$ cat config.mk
export PLATFORM = sky130hd
export DESIGN_NAME = utf8_to_utf16_transcoder_unit
export DESIGN_NICKNAME = d
export VERILOG_FILES = /design/src/rtl/u8u16_pkg.sv /design/src/rtl/u8u16_front.sv /design/src/rtl/u8u16_queue.sv /design/src/rtl/u8u16_back.sv /design/src/rtl/utf8_to_utf16_transcoder_unit.sv
export SDC_FILE = /design/constraint.sdc
export NUM_CORES = 1
export LEC_CHECK = 0
export BUFFER_PORTS_ARGS = -buffer_cell sky130_fd_sc_hd__buf_2
export CAP_MARGIN = 10
export CORE_ASPECT_RATIO = 1.4
export CORE_MARGIN = 1
export CORE_UTILIZATION = 40
export DETAILED_ROUTE_END_ITERATION = 10
export PLACE_DENSITY_LB_ADDON = 0.15
export SYNTH_ARGS = -nofsm -noshare
export SYNTH_HDL_FRONTEND = slang
export SYNTH_HIERARCHICAL = 1
export SYNTH_SLANG_ARGS = --single-unit
$ cat constraint.sdc
create_clock -name clk -period 11.5 [get_ports clk]
set_input_delay 2.3 -clock clk [delete_from_list [all_inputs] [get_ports clk]]
set_output_delay 2.3 -clock clk [all_outputs]
set_load 0.02 [all_outputs]
$ cat src/rtl/u8u16_pkg.sv
// ----------------------------------------------------------------------------
// u8u16_pkg
// Shared types and constants of the UTF-8 to UTF-16 transcoder.
// ----------------------------------------------------------------------------
package u8u16_pkg;

	localparam int unsigned QUEUE_DEPTH = 4;

	localparam logic [15:0] CAP_RESET   = 16'hFFFF;
	localparam logic [15:0] REPL_UNIT   = 16'hFFFD;
	localparam logic [20:0] CP_OFFSET   = 21'h10000;
	localparam logic [5:0]  HI_SURR_TAG = 6'b110110;   // 0xD800 >> 10
	localparam logic [5:0]  LO_SURR_TAG = 6'b110111;   // 0xDC00 >> 10
	localparam logic [4:0]  SURR_BLOCK  = 5'b11011;    // bits 15:11 of D800-DFFF

	// number of UTF-16 units carried by the codepoint of a command
	localparam logic [1:0] CP_NONE   = 2'd0;
	localparam logic [1:0] CP_SINGLE = 2'd1;
	localparam logic [1:0] CP_PAIR   = 2'd2;

	// one classified byte: replacement units first, then an optional codepoint
	typedef struct packed {
		logic [2:0]  n_repl;
		logic [1:0]  cp_units;
		logic [20:0] cp;
		logic        last;
		logic [15:0] length;
	} cmd_t;

endpackage

$ cat src/rtl/u8u16_front.sv
// ----------------------------------------------------------------------------
// u8u16_front
// Decodes UTF-8 bytes, tracks the unit count against the capacity and issues
// one command per byte that produces output or ends a string.
// ----------------------------------------------------------------------------
module u8u16_front
	import u8u16_pkg::*;
(
	input  logic        clk,
	input  logic        arst_n,
	input  logic        cfg_we,
	input  logic [15:0] cfg_wdata,
	input  logic        accept,
	input  logic [7:0]  in_byte,
	input  logic        last_byte,
	output logic        push,
	output cmd_t        cmd
);

	logic [15:0] cap_q;
	logic [20:0] pv_q;
	logic [1:0]  exp_q;
	logic [1:0]  pend_q;
	logic [15:0] uw_q;
	logic        stop_q;

	logic [20:0] pv_n;
	logic [1:0]  exp_n;
	logic [1:0]  pend_n;
	logic [2:0]  nrep;
	logic        has_cp;
	logic [20:0] cp;
	logic        is_pair;
	logic [15:0] room;
	logic [15:0] room2;
	logic        stop_rep;
	logic        cp_ok;
	logic        stop_cp;
	logic [2:0]  rep_emit;
	logic [1:0]  cp_k;
	logic [15:0] uw_n;

	always_comb begin
		logic lead;
		lead   = 1'b0;
		pv_n   = pv_q;
		exp_n  = exp_q;
		pend_n = pend_q;
		nrep   = 3'd0;
		has_cp = 1'b0;
		cp     = '0;
		if (!stop_q) begin
			if (exp_q == 2'd0) begin
				lead = 1'b1;
			end else if (in_byte[7:6] == 2'b10) begin
				pv_n   = {pv_q[14:0], in_byte[5:0]};
				pend_n = pend_q + 2'd1;
				if (pend_n >= exp_q) begin
					cp     = pv_n;
					has_cp = 1'b1;
					pv_n   = '0;
					exp_n  = 2'd0;
					pend_n = 2'd0;
				end
			end else begin
				// broken sequence: one replacement for the lead and each continuation
				nrep  = {1'b0, pend_q} + 3'd1;
				pv_n  = '0;
				exp_n = 2'd0;
				lead  = 1'b1;
			end
			if (lead) begin
				pend_n = 2'd0;
				if (!in_byte[7]) begin
					has_cp = 1'b1;
					cp     = {13'd0, in_byte};
				end else if (in_byte[7:5] == 3'b110) begin
					exp_n = 2'd1;
					pv_n  = {16'd0, in_byte[4:0]};
				end else if (in_byte[7:4] == 4'b1110) begin
					exp_n = 2'd2;
					pv_n  = {17'd0, in_byte[3:0]};
				end else if (in_byte[7:3] == 5'b11110) begin
					exp_n = 2'd3;
					pv_n  = {18'd0, in_byte[2:0]};
				end else begin
					nrep = nrep + 3'd1;
				end
			end
			// string ends inside a sequence: flush what is pending
			if (last_byte && exp_n != 2'd0) begin
				nrep = nrep + 3'd1 + {1'b0, pend_n};
			end
		end
	end

	assign is_pair  = (cp[20:16] != 5'd0) || (cp[15:11] == SURR_BLOCK);
	assign cp_k     = is_pair ? CP_PAIR : CP_SINGLE;
	assign room     = (cap_q > uw_q) ? (cap_q - uw_q) : 16'd0;
	assign stop_rep = ({13'd0, nrep} > room);
	assign rep_emit = stop_rep ? room[2:0] : nrep;
	assign room2    = room - {13'd0, rep_emit};
	assign cp_ok    = has_cp && !stop_rep && ({14'd0, cp_k} <= room2);
	assign stop_cp  = has_cp && !stop_rep && !cp_ok;
	assign uw_n     = uw_q + {13'd0, rep_emit} + (cp_ok ? {14'd0, cp_k} : 16'd0);

	assign push = accept && (last_byte || rep_emit != 3'd0 || cp_ok);

	always_comb begin
		cmd.n_repl   = rep_emit;
		cmd.cp_units = cp_ok ? cp_k : CP_NONE;
		cmd.cp       = cp;
		cmd.last     = last_byte;
		cmd.length   = uw_n;
	end

	always_ff @(posedge clk or negedge arst_n) begin
		if (!arst_n) begin
			cap_q <= CAP_RESET;
		end else if (cfg_we) begin
			cap_q <= cfg_wdata;
		end
	end

	always_ff @(posedge clk or negedge arst_n) begin
		if (!arst_n) begin
			pv_q   <= '0;
			exp_q  <= 2'd0;
			pend_q <= 2'd0;
			uw_q   <= '0;
			stop_q <= 1'b0;
		end else if (accept) begin
			if (last_byte) begin
				pv_q   <= '0;
				exp_q  <= 2'd0;
				pend_q <= 2'd0;
				uw_q   <= '0;
				stop_q <= 1'b0;
			end else begin
				pv_q   <= pv_n;
				exp_q  <= exp_n;
				pend_q <= pend_n;
				uw_q   <= uw_n;
				stop_q <= stop_q | stop_rep | stop_cp;
			end
		end
	end

endmodule

$ cat src/rtl/u8u16_queue.sv
// ----------------------------------------------------------------------------
// u8u16_queue
// Small command queue between the decoder and the unit emitter.
// ----------------------------------------------------------------------------
module u8u16_queue
	import u8u16_pkg::*;
#(
	parameter int unsigned Depth = QUEUE_DEPTH
) (
	input  logic clk,
	input  logic arst_n,
	input  logic push,
	input  cmd_t push_cmd,
	input  logic pop,
	output cmd_t head,
	output logic full,
	output logic empty
);

	localparam int unsigned PtrW = (Depth > 1) ? $clog2(Depth) : 1;
	localparam int unsigned CntW = $clog2(Depth + 1);
	localparam logic [PtrW-1:0] LastPtr = PtrW'(Depth - 1);
	localparam logic [CntW-1:0] FullCnt = CntW'(Depth);

	cmd_t            mem_q [Depth];
	logic [PtrW-1:0] wr_ptr_q;
	logic [PtrW-1:0] rd_ptr_q;
	logic [CntW-1:0] count_q;
	logic            do_push;
	logic            do_pop;

	assign full    = (count_q == FullCnt);
	assign empty   = (count_q == '0);
	assign do_push = push && !full;
	assign do_pop  = pop && !empty;
	assign head    = mem_q[rd_ptr_q];

	always_ff @(posedge clk) begin
		if (do_push) begin
			mem_q[wr_ptr_q] <= push_cmd;
		end
	end

	always_ff @(posedge clk or negedge arst_n) begin
		if (!arst_n) begin
			wr_ptr_q <= '0;
			rd_ptr_q <= '0;
			count_q  <= '0;
		end else begin
			if (do_push) begin
				wr_ptr_q <= (wr_ptr_q == LastPtr) ? '0 : wr_ptr_q + 1'b1;
			end
			if (do_pop) begin
				rd_ptr_q <= (rd_ptr_q == LastPtr) ? '0 : rd_ptr_q + 1'b1;
			end
			if (do_push && !do_pop) begin
				count_q <= count_q + 1'b1;
			end else if (do_pop && !do_push) begin
				count_q <= count_q - 1'b1;
			end
		end
	end

endmodule

$ cat src/rtl/u8u16_back.sv
// ----------------------------------------------------------------------------
// u8u16_back
// Expands queued commands into UTF-16 result items, one per cycle while the
// output is not stalled, through a registered output stage.
// ----------------------------------------------------------------------------
module u8u16_back
	import u8u16_pkg::*;
(
	input  logic        clk,
	input  logic        arst_n,
	input  cmd_t        head,
	input  logic        empty,
	output logic        pop,
	output logic        out_valid,
	input  logic        out_ready,
	output logic [15:0] out_unit,
	output logic        out_unit_valid,
	output logic        out_end,
	output logic [15:0] out_length
);

	cmd_t        cur_q;
	logic        cur_valid_q;
	logic        cur_pair_q;
	logic        out_valid_q;
	logic [15:0] out_unit_q;
	logic        out_uv_q;
	logic        out_end_q;
	logic [15:0] out_len_q;

	logic        adv;
	logic        final_item;
	logic [3:0]  remaining;
	logic [20:0] d;
	logic [15:0] unit_n;
	logic        uv_n;

	assign adv        = cur_valid_q && (!out_valid_q || out_ready);
	assign remaining  = {1'b0, cur_q.n_repl} + {2'b00, cur_q.cp_units};
	assign final_item = (remaining <= 4'd1);
	assign pop        = !empty && (!cur_valid_q || (adv && final_item));
	assign d          = cur_q.cp - CP_OFFSET;
	assign uv_n       = (remaining != 4'd0);

	always_comb begin
		unit_n = 16'd0;
		if (cur_q.n_repl != 3'd0) begin
			unit_n = REPL_UNIT;
		end else if (cur_q.cp_units == CP_PAIR) begin
			unit_n = {HI_SURR_TAG, d[19:10]};
		end else if (cur_q.cp_units == CP_SINGLE) begin
			unit_n = cur_pair_q ? {LO_SURR_TAG, d[9:0]} : cur_q.cp[15:0];
		end
	end

	// load the next command, or step through the current one
	always_ff @(posedge clk or negedge arst_n) begin
		if (!arst_n) begin
			cur_valid_q <= 1'b0;
		end else if (pop) begin
			cur_valid_q <= 1'b1;
		end else if (adv && final_item) begin
			cur_valid_q <= 1'b0;
		end
	end

	always_ff @(posedge clk) begin
		if (pop) begin
			cur_q      <= head;
			cur_pair_q <= (head.cp_units == CP_PAIR);
		end else if (adv) begin
			if (cur_q.n_repl != 3'd0) begin
				cur_q.n_repl <= cur_q.n_repl - 3'd1;
			end else if (cur_q.cp_units != CP_NONE) begin
				cur_q.cp_units <= cur_q.cp_units - 2'd1;
			end
		end
	end

	always_ff @(posedge clk or negedge arst_n) begin
		if (!arst_n) begin
			out_valid_q <= 1'b0;
		end else if (adv) begin
			out_valid_q <= 1'b1;
		end else if (out_ready) begin
			out_valid_q <= 1'b0;
		end
	end

	always_ff @(posedge clk) begin
		if (adv) begin
			out_unit_q <= unit_n;
			out_uv_q   <= uv_n;
			out_end_q  <= final_item && cur_q.last;
			out_len_q  <= (final_item && cur_q.last) ? cur_q.length : 16'd0;
		end
	end

	assign out_valid      = out_valid_q;
	assign out_unit       = out_unit_q;
	assign out_unit_valid = out_uv_q;
	assign out_end        = out_end_q;
	assign out_length     = out_len_q;

endmodule

$ cat src/rtl/utf8_to_utf16_transcoder_unit.sv
// ----------------------------------------------------------------------------
// utf8_to_utf16_transcoder_unit
// UTF-8 byte stream in, UTF-16 unit stream out, with malformed input replaced
// by U+FFFD and a per-string unit capacity.
// ----------------------------------------------------------------------------
//  channel  | dir | tdata                       | tuser      | tlast
//  s_axis   | in  | [7:0] in_byte               | -          | last_byte
//  m_axis   | out | [15:0] unit, [31:16] length | unit_valid | end_of_string
//  cfg      | in  | cfg_wdata = out_capacity    | -          | -
//
//  A byte is taken every cycle while the command queue has room. A byte yields
//  0 to 4 result items; the emitter sends one item per cycle while the output is
//  not stalled, and the queue soaks up bursts.
//  A result passes through the queue, the command register and the output register.
//  Reset clears control state only; no clearing pass is needed.
//  Output stalls back up through the queue to s_axis_tready.
// ----------------------------------------------------------------------------
module utf8_to_utf16_transcoder_unit
	import u8u16_pkg::*;
#(
	parameter int unsigned QueueDepth = QUEUE_DEPTH
) (
	input  logic        clk,
	input  logic        arst_n,
	input  logic        cfg_we,
	input  logic [15:0] cfg_wdata,
	input  logic        s_axis_tvalid,
	output logic        s_axis_tready,
	input  logic [7:0]  s_axis_tdata,   // [7:0] in_byte
	input  logic        s_axis_tlast,
	output logic        m_axis_tvalid,
	input  logic        m_axis_tready,
	output logic [31:0] m_axis_tdata,   // [15:0] unit, [31:16] length
	output logic        m_axis_tuser,   // [0] unit_valid
	output logic        m_axis_tlast
);

	logic        accept;
	logic        q_push;
	cmd_t        q_in;
	cmd_t        q_head;
	logic        q_full;
	logic        q_empty;
	logic        q_pop;
	logic [15:0] unit;
	logic [15:0] length;

	assign s_axis_tready = !q_full;
	assign accept        = s_axis_tvalid && s_axis_tready;

	u8u16_front u_front (
		.clk       (clk),
		.arst_n    (arst_n),
		.cfg_we    (cfg_we),
		.cfg_wdata (cfg_wdata),
		.accept    (accept),
		.in_byte   (s_axis_tdata),
		.last_byte (s_axis_tlast),
		.push      (q_push),
		.cmd       (q_in)
	);

	u8u16_queue #(
		.Depth (QueueDepth)
	) u_queue (
		.clk      (clk),
		.arst_n   (arst_n),
		.push     (q_push),
		.push_cmd (q_in),
		.pop      (q_pop),
		.head     (q_head),
		.full     (q_full),
		.empty    (q_empty)
	);

	u8u16_back u_back (
		.clk            (clk),
		.arst_n         (arst_n),
		.head           (q_head),
		.empty          (q_empty),
		.pop            (q_pop),
		.out_valid      (m_axis_tvalid),
		.out_ready      (m_axis_tready),
		.out_unit       (unit),
		.out_unit_valid (m_axis_tuser),
		.out_end        (m_axis_tlast),
		.out_length     (length)
	);

	assign m_axis_tdata = {length, unit};

	// an empty item only ever closes a string
	a_empty_is_end: assert property (@(posedge clk) disable iff (!arst_n)
		m_axis_tvalid && !m_axis_tuser |-> m_axis_tlast && m_axis_tdata[15:0] == 16'd0)
		else $error("empty result item that does not close a string");

	// length is carried only on the closing item
	a_length_on_end: assert property (@(posedge clk) disable iff (!arst_n)
		m_axis_tvalid && !m_axis_tlast |-> m_axis_tdata[31:16] == 16'd0)
		else $error("length set on an item that does not close a string");

	// the decoder never issues a command into a full queue
	a_no_overflow: assert property (@(posedge clk) disable iff (!arst_n)
		q_push |-> !q_full)
		else $error("command pushed into a full queue");

endmodule

==> results of run 1 <==
==> layer usage <==
metal  wire length, µm  vias to the layer above  global-route usage
met5                 0                        -                   0
met4               456                        0              0.0406
met3               913                       32              0.0193
met2             13500                      119               0.276
met1             12200                     3884               0.198
li1                  -                     3747                   -
==> path summary, 6_finish.rpt <==
path | cells after the start | endpoint | slack (ns)
max | 36 | u_front/uw_q[15]$_DFFE_PN0P_ | 1.44
min | 1 | u_front/pv_q[14]$_DFFE_PN0P_ | 0.51
max reg2reg | 36 | u_front/uw_q[15]$_DFFE_PN0P_ | 2.43
min reg2reg | 1 | u_front/pv_q[14]$_DFFE_PN0P_ | 0.51
max in group asynchronous | 2 | u_queue/rd_ptr_q[1]$_DFFE_PN0P_ | 8.93
min in group asynchronous | 2 | u_back/cur_valid_q$_DFFE_PN0P_ | 1.96
==> worst max-delay path, delay by kind of cell <==
kind	cells	cell delay [ns]
and+or+nand+nor	11	2.72
buffers and inverters	3	0.25
muxes	1	0.43
xor gates and xnor gates	1	0.24
AOI/OAI and AO/OA	11	1.83
adders and majority gates	9	2.73
==> layout make-up <==
type	count	area share
clock buffers	41	0.0513
clock inverters	13	0.00792
inverters	58	0.0138
multi-input cells	553	0.302
flip-flops and latches	306	0.563
well taps	456	0.0361
repair buffers	75	0.0253
==> state kept, by name (all words and copies together) (netlist names), 3 cells and up <==
| signal | cells |
|---|---|
| u_queue/mem_q | 168 |
| u_back/cur_q | 42 |
| u_back/out_length | 16 |
| u_back/out_unit | 16 |
| u_front/cap_q | 16 |
| u_front/uw_q | 16 |
| u_front/pv_q | 15 |
| u_queue/count_q | 3 |
==> cell usage in the layout (no fill, tap or decap), drive strengths merged, types with 16 or more instances in the layout <==
cell	count
inv	59
dfstp	16
buf	75
a21oi	39
nand2b	16
dfrtp	45
mux2	22
nand2	40
and2	27
nor2	48
mux4	42
edfxtp	245
and3	26
clkbuf	41
xnor2	21
ha	48
a22o	20
o21ai	48
==> power breakdown <==
group	switching (µW)	internal, µW	leakage [µW]
sequential	118	1600	0.00305
combinational	676	472	0.00239
clock	402	536	0.000449
total	1200	2610	0.00588
==> stage by stage <==
step,hold slack (ns),utilization,total power [µW]
2_1_floorplan,0.464,-,2620
3_3_place_gp,0.493,0.427,2900
3_5_place_dp,0.492,0.427,2920
4_1_cts,0.511,0.453,3870
5_1_grt,0.542,0.453,4040
6_report,0.510,0.453,3800
==> key figures, run 1 <==
Layout
  – Area of the multi-input gates: 4780 µm²
  – Final std cells w/o fill: 1502
  – Flip-flop and latch area: 8910 µm²
  – Final instance area: 15800 µm²
  – Final Net Count: 1109
  – Area Growth Syn to Fin: 12.1%
  – Fillers: 3156
  – Layout cells sized above 1: 0.217
  – N_diodes: 0

Clock network
  – CTS resizes: 0
  – CTS Hold Bufs: 0
  – CTS Sinks: 306
  – H-tree Lvls: 1
  – CTS clk-pin slew, worst paths: 0.07 ns
  – Total setup buffers inserted after CTS: 0
  – CTS tree: done
  – Root Buffer: clkbuf_16
  – Clock Path Buffers: 3
  – Clk Latency, worst-skew pair: 0.55 ns
  – Num CTS Buffers: 29

Placed design
  – Final GP Congestion: 0.910
  – Cell Count Post-Placement: 1448
  – Port bufs: 65
  – Detail Placement HPWL: 18.4 mm
  – Worst slack, placed: 0.842 ns
  – Placed Area: 14900 µm²

Floorplan
  – Die area: 36000 µm²
  – Starting density of the core: 0.404
  – Die Y: 224 µm
  – Boundary Pins: 66
  – Die width: 161 µm
  – Cell row count: 81
  – Core area: 34900 µm²

STA
  – Min cycle time layout: 10.06 ns
  – Final setup TNS: 0 ns
  – Highest clock rate: 99.4 MHz
  – Slew Limit Headroom: 0.299
  – Worst-Margin Slew: 1.05 ns
  – Final setup vio count: 0
  – Final worst slack: 1.44 ns
  – Final hold violations: 0
  – Max-slew violation count: 0
  – Clock skew: 0.00890 ns
  – RSZ-0062 raised after global routing: no
  – Final period utilization: 0.875

Critical path
  – CP startpoint kind: input pin
  – Worst Setup SP: s_axis_tdata[6]
  – CP arrival: 10.53 ns
  – CP required: 11.97 ns
  – Crit path largest cell delay: 0.51 ns
  – CP max FO: 6
  – Reg2reg start: u_front/pend_q[0]$_DFFE_PN0P_
  – Most used cell, CP: ha_1
  – Cell at the slowest stage of the critical path: nor4_1
  – Critical Path End Type: flip-flop
  – Crit Path Class: input pin to flip-flop

Global route
  – Global-route wire length before repair: 43.8 mm
  – Overflow after GRT: 0
  – Initial antenna violation count: 0
  – Vias in the first global route: 7967
  – Largest net degree at the start of global routing: 62
  – Tot GR Track Use: 0.155

Drt
  – Final wirelength: 27.1 mm
  – Drt drc: 0
  – Iteration-0 DRC Markers: 311
  – Via count of the routed design: 7782
  – DRT Pass-1 Iters: 5
  – Vias/cell: 5.18
  – Final antenna-violating net count: 0
  – Routed wire per std cell: 18.1 µm

Logic synthesis
  – Synthesized cell area: 14100 µm²
  – YS warnings: 6
  – Syn Inst Count: 952
  – Syn_nets: 1038
  – Avg Cell Area, Syn: 14.8 µm²

Run status
  – Outcome: finished, final reports clean

Flow run
  – Max_cap viols: 0

Power
  – P_leak: 0.00588 µW
  – VDD IR max: 0.124 mV
  – Pwr per Cell Area: 241 nW/µm²

Worst hold path
  – Min-delay worst type: flip-flop to flip-flop
  – Hold Startpoint: u_front/pv_q[14]$_DFFE_PN0P_
No activity file was read; power rests on OpenSTA's default activity.
==> inputs of run 2 (changes only) <==
--- a/config.mk
+++ b/config.mk
@@ -7,10 +7,10 @@
 export LEC_CHECK = 0
 export BUFFER_PORTS_ARGS = -buffer_cell sky130_fd_sc_hd__buf_2
 export CAP_MARGIN = 10
-export CORE_ASPECT_RATIO = 1.4
-export CORE_MARGIN = 1
+export CORE_MARGIN = 1.5
 export CORE_UTILIZATION = 40
 export DETAILED_ROUTE_END_ITERATION = 10
+export MAX_ROUTING_LAYER = met4
 export PLACE_DENSITY_LB_ADDON = 0.15
 export SYNTH_ARGS = -nofsm -noshare
 export SYNTH_HDL_FRONTEND = slang
==> key figures, run 2 (synthesized netlist as in run 1, its figures left out) <==
STA
  – Clock skew: 0.0211 ns (+0.0122 ns)
  – Final hold violations: 0 (unchanged)
  – Final period utilization: 0.870 (-0.00484)
  – Max-slew violation count: 0 (unchanged)
  – Slew Limit Headroom: 0.265 (-0.0339)
  – RSZ-0062 raised after global routing: no
  – Final setup vio count: 0 (unchanged)
  – Final worst slack: 1.50 ns (+0.0557 ns)
  – Min cycle time layout: 10.00 ns (-0.0557 ns)
  – Final setup TNS: 0 ns (unchanged)
  – Highest clock rate: 100 MHz (+0.56%)
  – Worst-Margin Slew: 1.10 ns (+0.0507 ns)

Global route
  – Vias in the first global route: 7833 (-1.7%)
  – Global-route wire length before repair: 44.8 mm (+2.4%)
  – Initial antenna violation count: 0 (unchanged)
  – Overflow after GRT: 0 (unchanged)
  – Tot GR Track Use: 0.163 (+0.00798)
  – Largest net degree at the start of global routing: 62 (unchanged)

Power
  – VDD IR max: 0.102 mV (-18%)
  – P_leak: 0.00600 µW (+1.9%)
  – Pwr per Cell Area: 249 nW/µm² (+3.5%)

Floorplan
  – Starting density of the core: 0.407 (+0.00275)
  – Cell row count: 68 (-16%)
  – Die Y: 191 µm (-15%)
  – Boundary Pins: 66 (unchanged)
  – Die width: 191 µm (+19%)
  – Core area: 34600 µm² (-0.67%)
  – Die area: 36400 µm² (+1.0%)

Critical path
  – CP required: 11.92 ns (-0.05 ns)
  – R2R Setup Slk: 2.53 ns (+0.10 ns)
  – Critical Path End Type: flip-flop
  – Cell at the slowest stage of the critical path: a2111o_1
  – Crit path largest cell delay: 0.46 ns (-0.05 ns)
  – CP max FO: 6 (unchanged)
  – CP arrival: 10.43 ns (-0.10 ns)
  – Crit Path Class: input pin to flip-flop
  – Most used cell, CP: ha_1
  – CP startpoint kind: input pin

Clock network
  – CTS tree: done
  – Clk Latency, worst-skew pair: 0.51 ns (-0.04 ns)
  – Clock Path Buffers: 3 (unchanged)
  – Num CTS Buffers: 35 (+21%)
  – H-tree Lvls: 2 (+1)
  – Total setup buffers inserted after CTS: 0 (unchanged)
  – CTS resizes: 0 (unchanged)
  – CTS Hold Bufs: 0 (unchanged)
  – CTS Sinks: 306 (unchanged)
  – CTS clk-pin slew, worst paths: 0.06 ns (about the same)
  – Root Buffer: clkbuf_16

Layout
  – Final std cells w/o fill: 1509 (+0.47%)
  – Layout cells sized above 1: 0.226 (+0.00879)
  – Top Registers: u_queue/mem_q (168), u_back/cur_q (42)
  – Largest register FFs: 168 (unchanged)
  – Final Net Count: 1115 (+0.54%)
  – Most frequent cells in the layout: edfxtp_1 (245), buf_2 (65), inv_1 (58)
  – Fillers: 3085 (-2.2%)
  – Area Growth Syn to Fin: 13.7%
  – Largest register by flop count: u_queue/mem_q
  – Final core utilization: 0.463 (+0.00944)
  – Commonest non-fill, non-tap cell in the layout: edfxtp_1
  – N_diodes: 0 (unchanged)

Drt
  – Routed wire per std cell: 18.4 µm (+2.1%)
  – Vias/cell: 5.22 (+0.69%)
  – DRT Pass-1 Iters: 5 (unchanged)
  – Iteration-0 DRC Markers: 476 (+53%)
  – Final wirelength: 27.8 mm (+2.6%)
  – Drt drc: 0 (unchanged)
  – Final antenna-violating net count: 0 (unchanged)
  – Via count of the routed design: 7872 (+1.2%)

Placed design
  – Port bufs: 65 (unchanged)
  – Detail Placement HPWL: 18.9 mm (+3.2%)
  – Final GP Congestion: 0.821 (-9.7%)
  – Cell Count Post-Placement: 1447 (-0.069%)
  – Worst slack, placed: 0.978 ns (+0.136 ns)

Run status
  – Outcome: finished, final reports clean

Flow run
  – Max_cap viols: 0 (unchanged)

Worst hold path
  – Min-delay worst type: flip-flop to flip-flop
run 2: changes by cell type in the layout (fill, tap and decap cells not counted), sizes merged:
| cell | delta |
|---|---|
| clkinv | +1 |
| bufinv | +1 |
| clkbuf | +6 |
run 2: area by class of cell:
type	instances	area, µm²	share of cell area
repair buffers	75	400	0.0250
inverters	58	218	0.0136
well taps	455	569	0.0355
clock buffers	47	992	0.0619
multi-input cells	553	4780	0.298
flip-flops and latches	306	8910	0.556
clock inverters	15	165	0.0103
run 2: path summary, 6_finish.rpt:
check                                              start                         endpoint  cells past startpoint
max                                      s_axis_tdata[6]     u_front/uw_q[15]$_DFFE_PN0P_                     36
min                         u_front/pv_q[14]$_DFFE_PN0P_     u_front/pv_q[14]$_DFFE_PN0P_                      1
max reg2reg                u_front/pend_q[0]$_DFFE_PN0P_     u_front/uw_q[15]$_DFFE_PN0P_                     36
min reg2reg                 u_front/pv_q[14]$_DFFE_PN0P_     u_front/pv_q[14]$_DFFE_PN0P_                      1
max in group asynchronous                         arst_n  u_queue/rd_ptr_q[1]$_DFFE_PN0P_                      2
min in group asynchronous                         arst_n     u_back/out_valid$_DFFE_PN0P_                      2
run 2: stage by stage:
step	hold slack (ns)	instance area (µm²)	total power, µW
finish	0.504	16000	3990
global route	0.531	16000	4230
CTS	0.512	16000	4050
detailed placement	0.491	14900	2940
global placement	0.491	14900	2920
floorplan	0.464	14100	2620
run 2: worst max-delay path: cells and delay by family:
family          cells  cell delay, ns
fa+ha+maj           9            2.71
simple gates       11            2.66
compound gates     11            1.81
mux                 1            0.43
buf+inv             3            0.25
xor+xnor            1            0.25
run 2: per-layer routing:
metal | vias to the layer above | track usage | share of wire
li1 | 3774 | - | -
met1 | 3905 | 0.239 | 0.51
met2 | 153 | 0.241 | 0.44
met3 | 40 | 0.0208 | 0.036
met4 | 0 | 0.0397 | 0.017
met5 | - | - | 0
run 2: power by group:
group	leakage (µW)	total, µW	internal [µW]	switching, µW
Combinational	0.00239	1170	473	694
Sequential	0.00305	1720	1600	121
Clock	0.000563	1100	674	428
==> inputs of run 3 (changes only) <==
--- a/config.mk
+++ b/config.mk
@@ -5,6 +5,7 @@
 export SDC_FILE = /design/constraint.sdc
 export NUM_CORES = 1
 export LEC_CHECK = 0
+export ABC_AREA = 1
 export BUFFER_PORTS_ARGS = -buffer_cell sky130_fd_sc_hd__buf_2
 export CAP_MARGIN = 10
 export CORE_MARGIN = 1.5
==> key figures, run 3 <==
Drt
  – Final antenna-violating net count: 0 (unchanged)
  – DRT Pass-1 Iters: 5 (unchanged)
  – Iteration-0 DRC Markers: 671 (+41%)
  – Drt drc: 0 (unchanged)
  – Vias/cell: 4.83 (-7.3%)
  – Routed wire per std cell: 15.6 µm (-16%)
  – Via count of the routed design: 9795 (+24%)
  – Final wirelength: 31.6 mm (+13%)

Floorplan
  – Starting density of the core: 0.408 (+0.00101)
  – Boundary Pins: 66 (unchanged)
  – Cell row count: 70 (+2.9%)
  – Die width: 196 µm (+3.0%)
  – Die area: 38600 µm² (+6.1%)
  – Die Y: 196 µm (+3.0%)
  – Core area: 36700 µm² (+6.0%)

Placed design
  – Final GP Congestion: 0.861 (+4.8%)
  – Detail Placement HPWL: 21.8 mm (+15%)
  – Port bufs: 65 (unchanged)
  – Placed Area: 15800 µm² (+5.9%)

Layout
  – Most frequent cells in the layout: nand2_1 (331), inv_1 (272), edfxtp_1 (245)
  – Commonest non-fill, non-tap cell in the layout: nand2_1
  – Layout cells sized above 1: 0.142 (-0.0840)
  – Final Net Count: 1617 (+45%)
  – N_diodes: 0 (unchanged)
  – Area of the multi-input gates: 4800 µm² (+0.55%)
  – Final instance area: 16900 µm² (+5.6%)
  – Top Registers: u_queue/mem_q (168), u_back/cur_q (42)
  – Final core utilization: 0.461 (-0.00186)
  – Largest register by flop count: u_queue/mem_q
  – Largest register FFs: 168 (unchanged)
  – Flip-flop and latch area: 8910 µm² (about the same)
  – Fillers: 3392 (+10%)
  – Area Growth Syn to Fin: 13.0%

STA
  – Final setup TNS: 0 ns (unchanged)
  – Worst-Margin Slew: 1.09 ns (-0.0118 ns)
  – Final setup vio count: 0 (unchanged)
  – Final period utilization: 0.862 (-0.00809)
  – Min cycle time layout: 9.91 ns (-0.0930 ns)
  – Final hold violations: 0 (unchanged)
  – Max-slew violation count: 0 (unchanged)
  – Clock skew: 0.0237 ns (+0.00268 ns)
  – Hold slack: 0.502 ns (-0.00161 ns)
  – RSZ-0062 raised after global routing: no
  – Highest clock rate: 101 MHz (+0.94%)
  – Slew Limit Headroom: 0.272 (+0.00691)

Global route
  – Initial antenna violation count: 0 (unchanged)
  – Vias in the first global route: 9638 (+23%)
  – Overflow after GRT: 0 (unchanged)
  – Global-route wire length before repair: 51.2 mm (+14%)
  – Largest net degree at the start of global routing: 92 (+48%)
  – Tot GR Track Use: 0.176 (+0.0125)

Clock network
  – Clock Path Buffers: 3 (unchanged)
  – Clk Latency, worst-skew pair: 0.54 ns (+0.03 ns)
  – CTS tree: done
  – CTS resizes: 0 (unchanged)
  – Root Buffer: clkbuf_16
  – CTS Sinks: 306 (unchanged)
  – Num CTS Buffers: 35 (unchanged)
  – CTS clk-pin slew, worst paths: 0.05 ns (about the same)
  – Total setup buffers inserted after CTS: 0 (unchanged)
  – H-tree Lvls: 2 (unchanged)
  – CTS Hold Bufs: 0 (unchanged)

Critical path
  – CP required: 11.95 ns (+0.03 ns)
  – CP startpoint kind: input pin
  – Crit Path Class: input pin to flip-flop
  – CP arrival: 10.36 ns (-0.07 ns)
  – R2R cell count: 55 (+53%)
  – Crit path largest cell delay: 0.42 ns (-0.04 ns)
  – Most used cell, CP: nand2_1
  – CP max FO: 8 (+2)
  – Critical Path End Type: flip-flop
  – Cell at the slowest stage of the critical path: fa_1

Logic synthesis
  – Syn Inst Count: 1462 (+54%)
  – Avg Cell Area, Syn: 10.2 µm² (-31%)
  – Synthesized cell area: 15000 µm² (+6.2%)
  – YS warnings: 6 (unchanged)
  – Syn_nets: 1548 (+49%)

Worst hold path
  – Hold path cells: 2 (+1)
  – Min-delay worst type: flip-flop to flip-flop

Power
  – P_leak: 0.00720 µW (+20%)
  – Gate power share: 0.306 (+0.014)
  – Clock power share: 0.273 (-0.003)
  – Internal power: 2600 µW (-5.4%)
  – P_sw: 1410 µW (+13%)
  – Share of total power in sequential cells: 0.420 (-0.012)
  – Pwr per Cell Area: 237 nW/µm² (-4.9%)
  – VDD IR max: 0.115 mV (+13%)
  – Switching portion of total power: 0.351 (+0.0399)

Run status
  – Outcome: finished, final reports clean

Flow run
  – Max_cap viols: 0 (unchanged)
run 3: changes by cell type in the layout (fill, tap and decap cells not counted), moves of 20 or more:
cell,delta
and3_1,-26
o211ai_1,+85
inv_1,+214
nor2_1,+35
mux4_2,-42
a22o_1,-20
and2_1,-21
nand2_1,+293
nand3_1,+41
run 3: layout make-up:
class,instances,share of cell area
well taps,468,0.0346
clock buffers,49,0.0590
inverters,286,0.0635
multi-input cells,829,0.284
flip-flops and latches,306,0.527
repair buffers,73,0.0228
clock inverters,15,0.00969
run 3: final timing paths:
| check | start | end | slack [ns] |
|---|---|---|---|
| worst max-delay path | s_axis_tdata[7] | u_front/uw_q[15]$_DFFE_PN0P_ | 1.59 |
| worst min-delay path | u_front/cap_q[0]$_DFFE_PN1P_ | u_front/cap_q[0]$_DFFE_PN1P_ | 0.50 |
| worst max register to register | u_front/pend_q[0]$_DFFE_PN0P_ | u_front/uw_q[15]$_DFFE_PN0P_ | 2.70 |
| worst min register to register | u_front/cap_q[0]$_DFFE_PN1P_ | u_front/cap_q[0]$_DFFE_PN1P_ | 0.50 |
| max in group asynchronous | arst_n | u_queue/rd_ptr_q[0]$_DFFE_PN0P_ | 8.90 |
| min in group asynchronous | arst_n | u_front/uw_q[12]$_DFFE_PN0P_ | 1.96 |
run 3: critical path, delay by kind of cell:
kind	cells	cell delay, ns
fa+ha+maj	9	2.61
simple gates	27	3.10
buf+inv	9	0.68
xor+xnor	1	0.29
compound gates	11	1.38
run 3: power groups by stage:
stage	Combinational, µW	Clock (µW)	Sequential [µW]
after floorplan	897	0	1710
after global placement	1230	0	1710
after detailed placement	1250	0	1710
after CTS	1250	1130	1690
after global routing	1410	1180	1710
final	1230	1100	1680
run 3: through the flow:
step,setup slack (ns),total power (µW),instances
2_1_floorplan,2.01,2610,1462
3_3_place_gp,1.30,2940,1962
3_5_place_dp,1.11,2960,1962
4_1_cts,1.64,4070,2026
5_1_grt,0.732,4300,2026
6_report,1.59,4010,2026
run 3: metal layers:
metal | vias up | track usage | routed length, µm
met3 | 49 | 0.0347 | 1590
met1 | 4568 | 0.236 | 15300
met5 | - | - | 0
met4 | 0 | 0.0510 | 657
met2 | 187 | 0.271 | 14000
li1 | 4991 | - | -
